<file path="src/rtl/lpfd_pkg.sv">
// Shared types and constants for the length-prefixed frame deframer.
// Used by lpfd_core, lpfd_obuf and the top level; depends on nothing.
package lpfd_pkg;

    localparam logic [31:0] HEADER_BYTES    = 32'd12;
    localparam logic [15:0] MAX_LEN_RESET   = 16'd4096;

    localparam logic [1:0] KIND_DATA  = 2'd0;
    localparam logic [1:0] KIND_EMPTY = 2'd1;
    localparam logic [1:0] KIND_BAD   = 2'd2;
    localparam logic [1:0] KIND_STALE = 2'd3;

    localparam logic [1:0] PH_LENGTH  = 2'd0;
    localparam logic [1:0] PH_SEQ     = 2'd1;
    localparam logic [1:0] PH_PROTO   = 2'd2;
    localparam logic [1:0] PH_PAYLOAD = 2'd3;

    typedef struct packed {
        logic [1:0]  kind;
        logic [7:0]  data_byte;
        logic [31:0] protocol_id;
        logic [31:0] sequence_number;
        logic [15:0] payload_length;
        logic        last_of_frame;
    } t_result;

endpackage

</file>
<file path="src/rtl/lpfd_core.sv">
// Deframing state machine: header assembly, length check, sequence filter and payload count.
// Takes one registered byte per enabled cycle; depends on lpfd_pkg.
module lpfd_core (
    input  logic              i_clk,
    input  logic              i_rst_n,
    input  logic              i_en,
    input  logic [7:0]        i_byte,
    input  logic [15:0]       i_max_len,
    output logic              o_res_valid,
    output lpfd_pkg::t_result o_res
);
    import lpfd_pkg::*;

    logic [1:0]  r_phase, n_phase;
    logic [1:0]  r_idx, n_idx;
    logic [23:0] r_shift, n_shift;
    logic [15:0] r_plen, n_plen;
    logic [31:0] r_seq, n_seq;
    logic [31:0] r_proto, n_proto;
    logic [15:0] r_left, n_left;
    logic [31:0] r_last_acc, n_last_acc;
    logic        r_stale, n_stale;
    logic [31:0] word;
    logic        is_stale;
    logic        is_last;

    always_comb begin
        n_phase     = r_phase;
        n_idx       = r_idx;
        n_shift     = r_shift;
        n_plen      = r_plen;
        n_seq       = r_seq;
        n_proto     = r_proto;
        n_left      = r_left;
        n_last_acc  = r_last_acc;
        n_stale     = r_stale;
        o_res_valid = 1'b0;
        o_res       = '0;
        word        = {i_byte, r_shift};
        is_stale    = r_seq <= r_last_acc;
        is_last     = r_left == 16'd1;
        if (i_en) begin
            if (r_phase != PH_PAYLOAD) begin
                if (r_idx != 2'd3) begin
                    case (r_idx)
                        2'd0:    n_shift[7:0]   = i_byte;
                        2'd1:    n_shift[15:8]  = i_byte;
                        default: n_shift[23:16] = i_byte;
                    endcase
                    n_idx = r_idx + 2'd1;
                end else begin
                    n_idx   = 2'd0;
                    n_shift = '0;
                    unique case (r_phase)
                        PH_LENGTH: begin
                            if (word < HEADER_BYTES || word > {16'd0, i_max_len}) begin
                                o_res_valid         = 1'b1;
                                o_res.kind          = KIND_BAD;
                                o_res.last_of_frame = 1'b1;
                            end else begin
                                n_plen  = word[15:0] - HEADER_BYTES[15:0];
                                n_phase = PH_SEQ;
                            end
                        end
                        PH_SEQ: begin
                            n_seq   = word;
                            n_phase = PH_PROTO;
                        end
                        default: begin
                            n_proto = word;
                            n_left  = r_plen;
                            n_stale = is_stale;
                            if (!is_stale) begin
                                n_last_acc = r_seq;
                            end
                            if (r_plen == 16'd0) begin
                                n_phase               = PH_LENGTH;
                                o_res_valid           = 1'b1;
                                o_res.kind            = is_stale ? KIND_STALE : KIND_EMPTY;
                                o_res.protocol_id     = word;
                                o_res.sequence_number = r_seq;
                                o_res.payload_length  = r_plen;
                                o_res.last_of_frame   = 1'b1;
                            end else begin
                                n_phase = PH_PAYLOAD;
                            end
                        end
                    endcase
                end
            end else begin
                n_left = r_left - 16'd1;
                if (is_last) begin
                    n_phase = PH_LENGTH;
                end
                if (!r_stale || is_last) begin
                    o_res_valid           = 1'b1;
                    o_res.kind            = r_stale ? KIND_STALE : KIND_DATA;
                    o_res.data_byte       = r_stale ? 8'd0 : i_byte;
                    o_res.protocol_id     = r_proto;
                    o_res.sequence_number = r_seq;
                    o_res.payload_length  = r_plen;
                    o_res.last_of_frame   = is_last;
                end
            end
        end
    end

    always_ff @(posedge i_clk) begin
        if (!i_rst_n) begin
            r_phase    <= PH_LENGTH;
            r_idx      <= 2'd0;
            r_shift    <= '0;
            r_left     <= '0;
            r_last_acc <= '0;
            r_stale    <= 1'b0;
        end else begin
            r_phase    <= n_phase;
            r_idx      <= n_idx;
            r_shift    <= n_shift;
            r_left     <= n_left;
            r_last_acc <= n_last_acc;
            r_stale    <= n_stale;
        end
    end

    always_ff @(posedge i_clk) begin
        r_plen  <= n_plen;
        r_seq   <= n_seq;
        r_proto <= n_proto;
    end

endmodule

</file>
<file path="src/rtl/lpfd_obuf.sv">
// Two-entry result queue whose head register drives the output channel.
// Lets the core keep working while a result waits; depends on lpfd_pkg.
module lpfd_obuf (
    input  logic              i_clk,
    input  logic              i_rst_n,
    input  logic              i_push,
    input  lpfd_pkg::t_result i_res,
    input  logic              i_stall,
    output logic              o_valid,
    output logic              o_full,
    output lpfd_pkg::t_result o_res
);
    import lpfd_pkg::*;

    t_result    r_slot0, r_slot1;
    logic [1:0] r_cnt, n_cnt;
    logic       pop;
    logic [1:0] cnt_after;

    assign o_valid   = r_cnt != 2'd0;
    assign o_full    = r_cnt == 2'd2;
    assign o_res     = r_slot0;
    assign pop       = o_valid && !i_stall;
    assign cnt_after = r_cnt - {1'b0, pop};
    assign n_cnt     = cnt_after + {1'b0, i_push};

    always_ff @(posedge i_clk) begin
        if (!i_rst_n) begin
            r_cnt <= 2'd0;
        end else begin
            r_cnt <= n_cnt;
        end
    end

    always_ff @(posedge i_clk) begin
        if (pop && r_cnt == 2'd2) begin
            r_slot0 <= r_slot1;
        end
        if (i_push) begin
            if (cnt_after == 2'd0) begin
                r_slot0 <= i_res;
            end else begin
                r_slot1 <= i_res;
            end
        end
    end

endmodule

</file>
<file path="src/rtl/length_prefixed_frame_deframer_unit.sv">
// Top level of the length-prefixed frame deframer: input byte register, config register,
// deframing core and output queue. Depends on lpfd_pkg, lpfd_core and lpfd_obuf.
//
// The block takes one stream byte per cycle while the input side is not stalled and gives
// at most one result per byte. Each byte passes an input register, the combinational
// header and counter logic of the core, and a two-entry output queue; the input side
// stalls only when that queue is full and the input register holds a byte. Frames are a
// little-endian 32-bit total length, packet number and protocol word, then the payload.
// A bad length gives one bad-length result, and stale packets give one stale result.
// Write max_frame_length only while the block is idle.
module length_prefixed_frame_deframer_unit (
    input  logic        i_clk,
    input  logic        i_rst_n,
    input  logic        i_cfg_wr_en,
    input  logic [15:0] i_cfg_wr_data,
    input  logic        i_valid,
    output logic        o_stall,
    input  logic [7:0]  i_in_byte,
    output logic        o_valid,
    input  logic        i_stall,
    output logic [1:0]  o_kind,
    output logic [7:0]  o_data_byte,
    output logic [31:0] o_protocol_id,
    output logic [31:0] o_sequence_number,
    output logic [15:0] o_payload_length,
    output logic        o_last_of_frame
);
    import lpfd_pkg::*;

    logic [15:0] r_max_len;
    logic        r_in_valid;
    logic [7:0]  r_in_byte;
    logic        advance;
    logic        in_xfer;
    logic        core_valid;
    logic        q_full;
    t_result     core_res;
    t_result     out_res;

    assign advance = r_in_valid && !q_full;
    assign o_stall = r_in_valid && q_full;
    assign in_xfer = i_valid && !o_stall;

    always_ff @(posedge i_clk) begin
        if (!i_rst_n) begin
            r_max_len  <= MAX_LEN_RESET;
            r_in_valid <= 1'b0;
        end else begin
            if (i_cfg_wr_en) begin
                r_max_len <= i_cfg_wr_data;
            end
            if (in_xfer) begin
                r_in_valid <= 1'b1;
            end else if (advance) begin
                r_in_valid <= 1'b0;
            end
        end
    end

    always_ff @(posedge i_clk) begin
        if (in_xfer) begin
            r_in_byte <= i_in_byte;
        end
    end

    lpfd_core u_core (
        .i_clk       (i_clk),
        .i_rst_n     (i_rst_n),
        .i_en        (advance),
        .i_byte      (r_in_byte),
        .i_max_len   (r_max_len),
        .o_res_valid (core_valid),
        .o_res       (core_res)
    );

    lpfd_obuf u_obuf (
        .i_clk   (i_clk),
        .i_rst_n (i_rst_n),
        .i_push  (core_valid),
        .i_res   (core_res),
        .i_stall (i_stall),
        .o_valid (o_valid),
        .o_full  (q_full),
        .o_res   (out_res)
    );

    assign o_kind            = out_res.kind;
    assign o_data_byte       = out_res.data_byte;
    assign o_protocol_id     = out_res.protocol_id;
    assign o_sequence_number = out_res.sequence_number;
    assign o_payload_length  = out_res.payload_length;
    assign o_last_of_frame   = out_res.last_of_frame;

    a_bad_shape: assert property (@(posedge i_clk) disable iff (!i_rst_n)
        (o_valid && o_kind == KIND_BAD) |->
        (o_last_of_frame && o_payload_length == 16'd0 && o_sequence_number == 32'd0
         && o_protocol_id == 32'd0 && o_data_byte == 8'd0))
        else $error("bad-length result carries frame fields");

    a_nondata_last: assert property (@(posedge i_clk) disable iff (!i_rst_n)
        (o_valid && o_kind != KIND_DATA) |-> (o_last_of_frame && o_data_byte == 8'd0))
        else $error("non-data result not marked last or carries a byte");

    a_no_push_full: assert property (@(posedge i_clk) disable iff (!i_rst_n)
        q_full |-> !core_valid)
        else $error("result produced while output queue is full");

endmodule
</file>
<file path="config.mk">
export PLATFORM = sky130hd
export DESIGN_NAME = length_prefixed_frame_deframer_unit
export DESIGN_NICKNAME = d
export VERILOG_FILES = /design/src/rtl/lpfd_pkg.sv /design/src/rtl/lpfd_core.sv /design/src/rtl/lpfd_obuf.sv /design/src/rtl/length_prefixed_frame_deframer_unit.sv
export SDC_FILE = /design/constraint.sdc
export NUM_CORES = 1
export LEC_CHECK = 0
export BUFFER_PORTS_ARGS = -buffer_cell sky130_fd_sc_hd__buf_2
export CORE_MARGIN = 2
export CORE_UTILIZATION = 60
export DETAILED_ROUTE_END_ITERATION = 10
export PLACE_DENSITY = 0.88
export SLEW_MARGIN = 10
export SYNTH_ARGS = -nofsm -noshare
export SYNTH_HDL_FRONTEND = slang
export SYNTH_HIERARCHICAL = 1
export SYNTH_SLANG_ARGS = --single-unit
</file>
<file path="constraint.sdc">
create_clock -name i_clk -period 5.1 [get_ports i_clk]
set_input_delay 0.255 -clock i_clk [delete_from_list [all_inputs] [get_ports i_clk]]
set_output_delay 0.255 -clock i_clk [all_outputs]
set_load 0.03 [all_outputs]
</file>
==> impl_metrics.json <==
{
  "status": "finished, final reports clean",
  "fin_crit_ns": 3.735,
  "critPathMaxFanout": 112,
  "fin_ws_ns": 1.365,
  "avgRoutedWirePerCell_um": 18.54,
  "final-setup-viol-count": 0,
  "dieArea_mm2": 0.02790,
  "routed_wl_mm": 37.76,
  "min_path_type": "input pin to flop",
  "core_area_mm2": 0.02606,
  "synth_most_common_cell": "nand2_1",
  "num_rows": 59,
  "wl_met3_mm": 3.599,
  "worst-path-buf-inv": 1,
  "yosys.area.top_type": "edfxtp_1",
  "ff_latch_area_mm2": 0.009119,
  "max_freq_ghz": 0.2677,
  "dp_hpwl_mm": 23.71,
  "fill_cells": 1813,
  "ys_types": 60,
  "finalHoldViolations": 0,
  "die_h_um": 167.0,
  "reg2reg_depth": 11,
  "cts_buffers": 36,
  "grt_pass1_wl_mm": 60.44,
  "grt_pass1_vias": 11660,
  "drv_cap": 0,
  "post-route-period-util_pct": 73.24,
  "synth_commonest_cells": "345 x nand2_1, 187 x dfxtp_1, 179 x edfxtp_1, 129 x nor2_1, 97 x a31oi_1",
  "cpMaxStageDelayCell": "buf_4",
  "ios": 122,
  "overflow": 0,
  "crit_required_ns": 5.53,
  "post_route_cells_drive_above_1_share_pct": 12.16,
  "synth_edf_count": 179,
  "finalMaxSlewViolations": 0,
  "antenna_left": 0,
  "n_antenna_cell": 0,
  "die_w_um": 167.0,
  "cp-end-kind": "flop",
  "first_pass_iters": 6,
  "total_leakage_power_nw": 7.553,
  "tns_ns": 0,
  "cts.reportedPaths.clkPinSlew_ns": 0.06,
  "crit_type": "flop to flop",
  "synth_area_per_cell_um2": 10.13,
  "peakVddDrop_mv": 0.4354,
  "yosysSeqAreaShare_pct": 57.17,
  "insertion_delay_ns": 0.54,
  "drc": 0,
  "ys_ff_latch": 366,
  "synth_nets": 1659,
  "p_per_area_mw_per_mm2": 457.4,
  "place.port_buffers": 121,
  "rrSetupSlack_ns": 1.36,
  "finalNetCount": 1760,
  "path_cells": "ha_1, a21oi_1, o21ai_0, a21o_1, o31ai_1, nand2_1, o221a_2, nand3b_1, buf_4, nor2_1, a31oi_1",
  "start_util_pct": 61.20,
  "hold-path-endpoint": "r_max_len[5]$_SDFFE_PN0P_",
  "min-delay-start": "i_cfg_wr_data[5]",
  "routedLengthMet1_mm": 15.91,
  "startpoint_type": "flop",
  "synthArstFlopShare_pct": 0,
  "vias_per_cell": 5.970,
  "regToRegStartpoint": "u_core/r_shift[5]$_SDFFE_PN0P_",
  "crit_arrival_ns": 4.17,
  "rsz0062_at_grt": "no",
  "crit_path_max_incr_delay_ns": 0.79,
  "worstHoldPathCells": 3,
  "synth_area_mm2": 0.01595,
  "multi_input_area_mm2": 0.006083,
  "grt_max_degree": 113,
  "relSlewSlack_pct": 16.80,
  "highest_layer": "met4",
  "synth_cells": 1574,
  "drtIter0Drc": 1474,
  "place_area_mm2": 0.01657,
  "power_mw": 8.218,
  "grt_antenna_before_repair": 0,
  "root_buffer": "clkbuf_16",
  "gp_congestion": 0.9458,
  "ys.flop_type": "dfxtp_1",
  "cts-resized-gates": 0,
  "ys_top_cells_by_area": "edfxtp_1 34%, dfxtp_1 23%, nand2_1 8.1%",
  "dp_slack_ns": 1.526,
  "clock-sinks": 366,
  "track_usage_pct": 26.61,
  "clock_skew_ns": 0.02782,
  "ctsHtreeMaxLevel": 2,
  "clockBufferDepth": 3,
  "synth_top_area_share_pct": 33.70,
  "r2r_end": "u_obuf/o_res[89]$_DFF_P_",
  "hold_ws_ns": 0.001865,
  "yosys_warnings": 6,
  "worst_pin_slew_ns": 1.248,
  "cpLargestDelayFamily": "compound AO/OA/AOI/OAI gates",
  "final_cell_area_mm2": 0.01797,
  "vias": 12160,
  "wl_met2_mm": 17.34,
  "area_delta_synth_final_pct": 12.65,
  "cts_tree": "built"
}
-- sequential cells by signal, indices dropped and copies added, names as in the netlist --
name and count:
u_core/r_idx 2, u_core/r_shift 24, r_max_len 16, u_core/r_left 16, u_core/r_stale 1, u_obuf/r_cnt 2
u_core/r_plen 16, r_in_byte 8, r_in_valid 1, u_core/r_seq 32, u_obuf/o_res 91, u_core/r_phase 2
u_core/r_proto 32, u_obuf/r_slot1 91, u_core/r_last_acc 32
-- worst max path at each step --
stage / start / endpoint / depth (start not counted)
finish: u_core/r_shift[5]$_SDFFE_PN0P_ / u_obuf/o_res[89]$_DFF_P_ / 11
CTS: u_core/r_shift[6]$_SDFFE_PN0P_ / u_obuf/o_res[36]$_DFF_P_ / 11
global placement: u_core/r_shift[4]$_SDFFE_PN0P_ / u_obuf/r_slot1[7]$_DFFE_PP_ / 8
global route: u_core/r_shift[5]$_SDFFE_PN0P_ / u_obuf/o_res[42]$_DFF_P_ / 11
detailed placement: u_core/r_shift[5]$_SDFFE_PN0P_ / u_obuf/o_res[8]$_DFF_P_ / 10
floorplan: u_core/r_shift[4]$_SDFFE_PN0P_ / u_obuf/r_slot1[0]$_DFFE_PP_ / 7
-- worst register-to-register path, stage by stage, from the launching register on --
cell and delay [ns]:
dfxtp_1 0.54, ha_1 0.33, a21oi_1 0.16, o21ai_0 0.11, a21o_1 0.20, o31ai_1 0.44, nand2_1 0.23, o221a_2 0.33
nand3b_1 0.11, buf_4 0.79, nor2_1 0.21, a31oi_1 0.19
-- routing by layer --
| metal | vias up | track usage, % |
|---|---|---|
| met4 | 0 | 8.883 |
| met3 | 85 | 4.183 |
| met1 | 5755 | 37.67 |
| met2 | 667 | 42.21 |
| met5 | - | 0 |
| li1 | 5653 | - |
-- cells by family after synthesis --
family,count (synthesis),synth area share [%]
muxes,64,4.017
DFF,366,57.17
xor gates and xnor gates,14,0.7688
and+or+nand+nor,661,18.51
AOI/OAI and AO/OA,261,10.18
buffers and inverters,152,4.966
adders and majority gates,56,4.393
-- through the flow --
step / std cells / utilization (%)
2_1_floorplan: 1574 / -
3_3_place_gp: 1951 / 63.57
3_5_place_dp: 1951 / 63.57
4_1_cts: 2036 / 68.91
5_1_grt: 2037 / 68.95
6_report: 2037 / 68.95
-- power by group --
part	switching [mW]	internal [mW]	total, mW
Sequential	0.246	3.48	3.73
Clock	1.12	1.55	2.67
Combinational	1.27	0.551	1.82
-- placed cells by master, fill, tap and decap left out, drive strengths merged, types with 15 or more instances in the layout --
cell,netlist,final
nor2b,47,47
clkbuf,48,50
and2,60,60
dfxtp,187,187
nor4,19,19
mux2i,64,64
buf,45,135
edfxtp,179,179
ha,56,56
a31oi,97,97
o21ai,37,37
nand4,15,15
nor2,129,129
dlygate4sd3,0,21
nand2,345,345
inv,59,62
a21oi,70,70
-- repair_timing --
action | in CTS | in global routing
endpoints found under the hold margin | 20 | 1
buffers inserted | 0 | 0
hold buffers | 20 | 1
-- cell type report --
class	instances	share of cell area [%]
flip-flops and latches	366	50.75
well taps	335	2.333
repair buffers	156	5.195
multi-input cells	1056	33.86
inverters	59	1.233
clock inverters	15	1.045
clock buffers	50	5.585
Power figures use the tool's default switching activity.
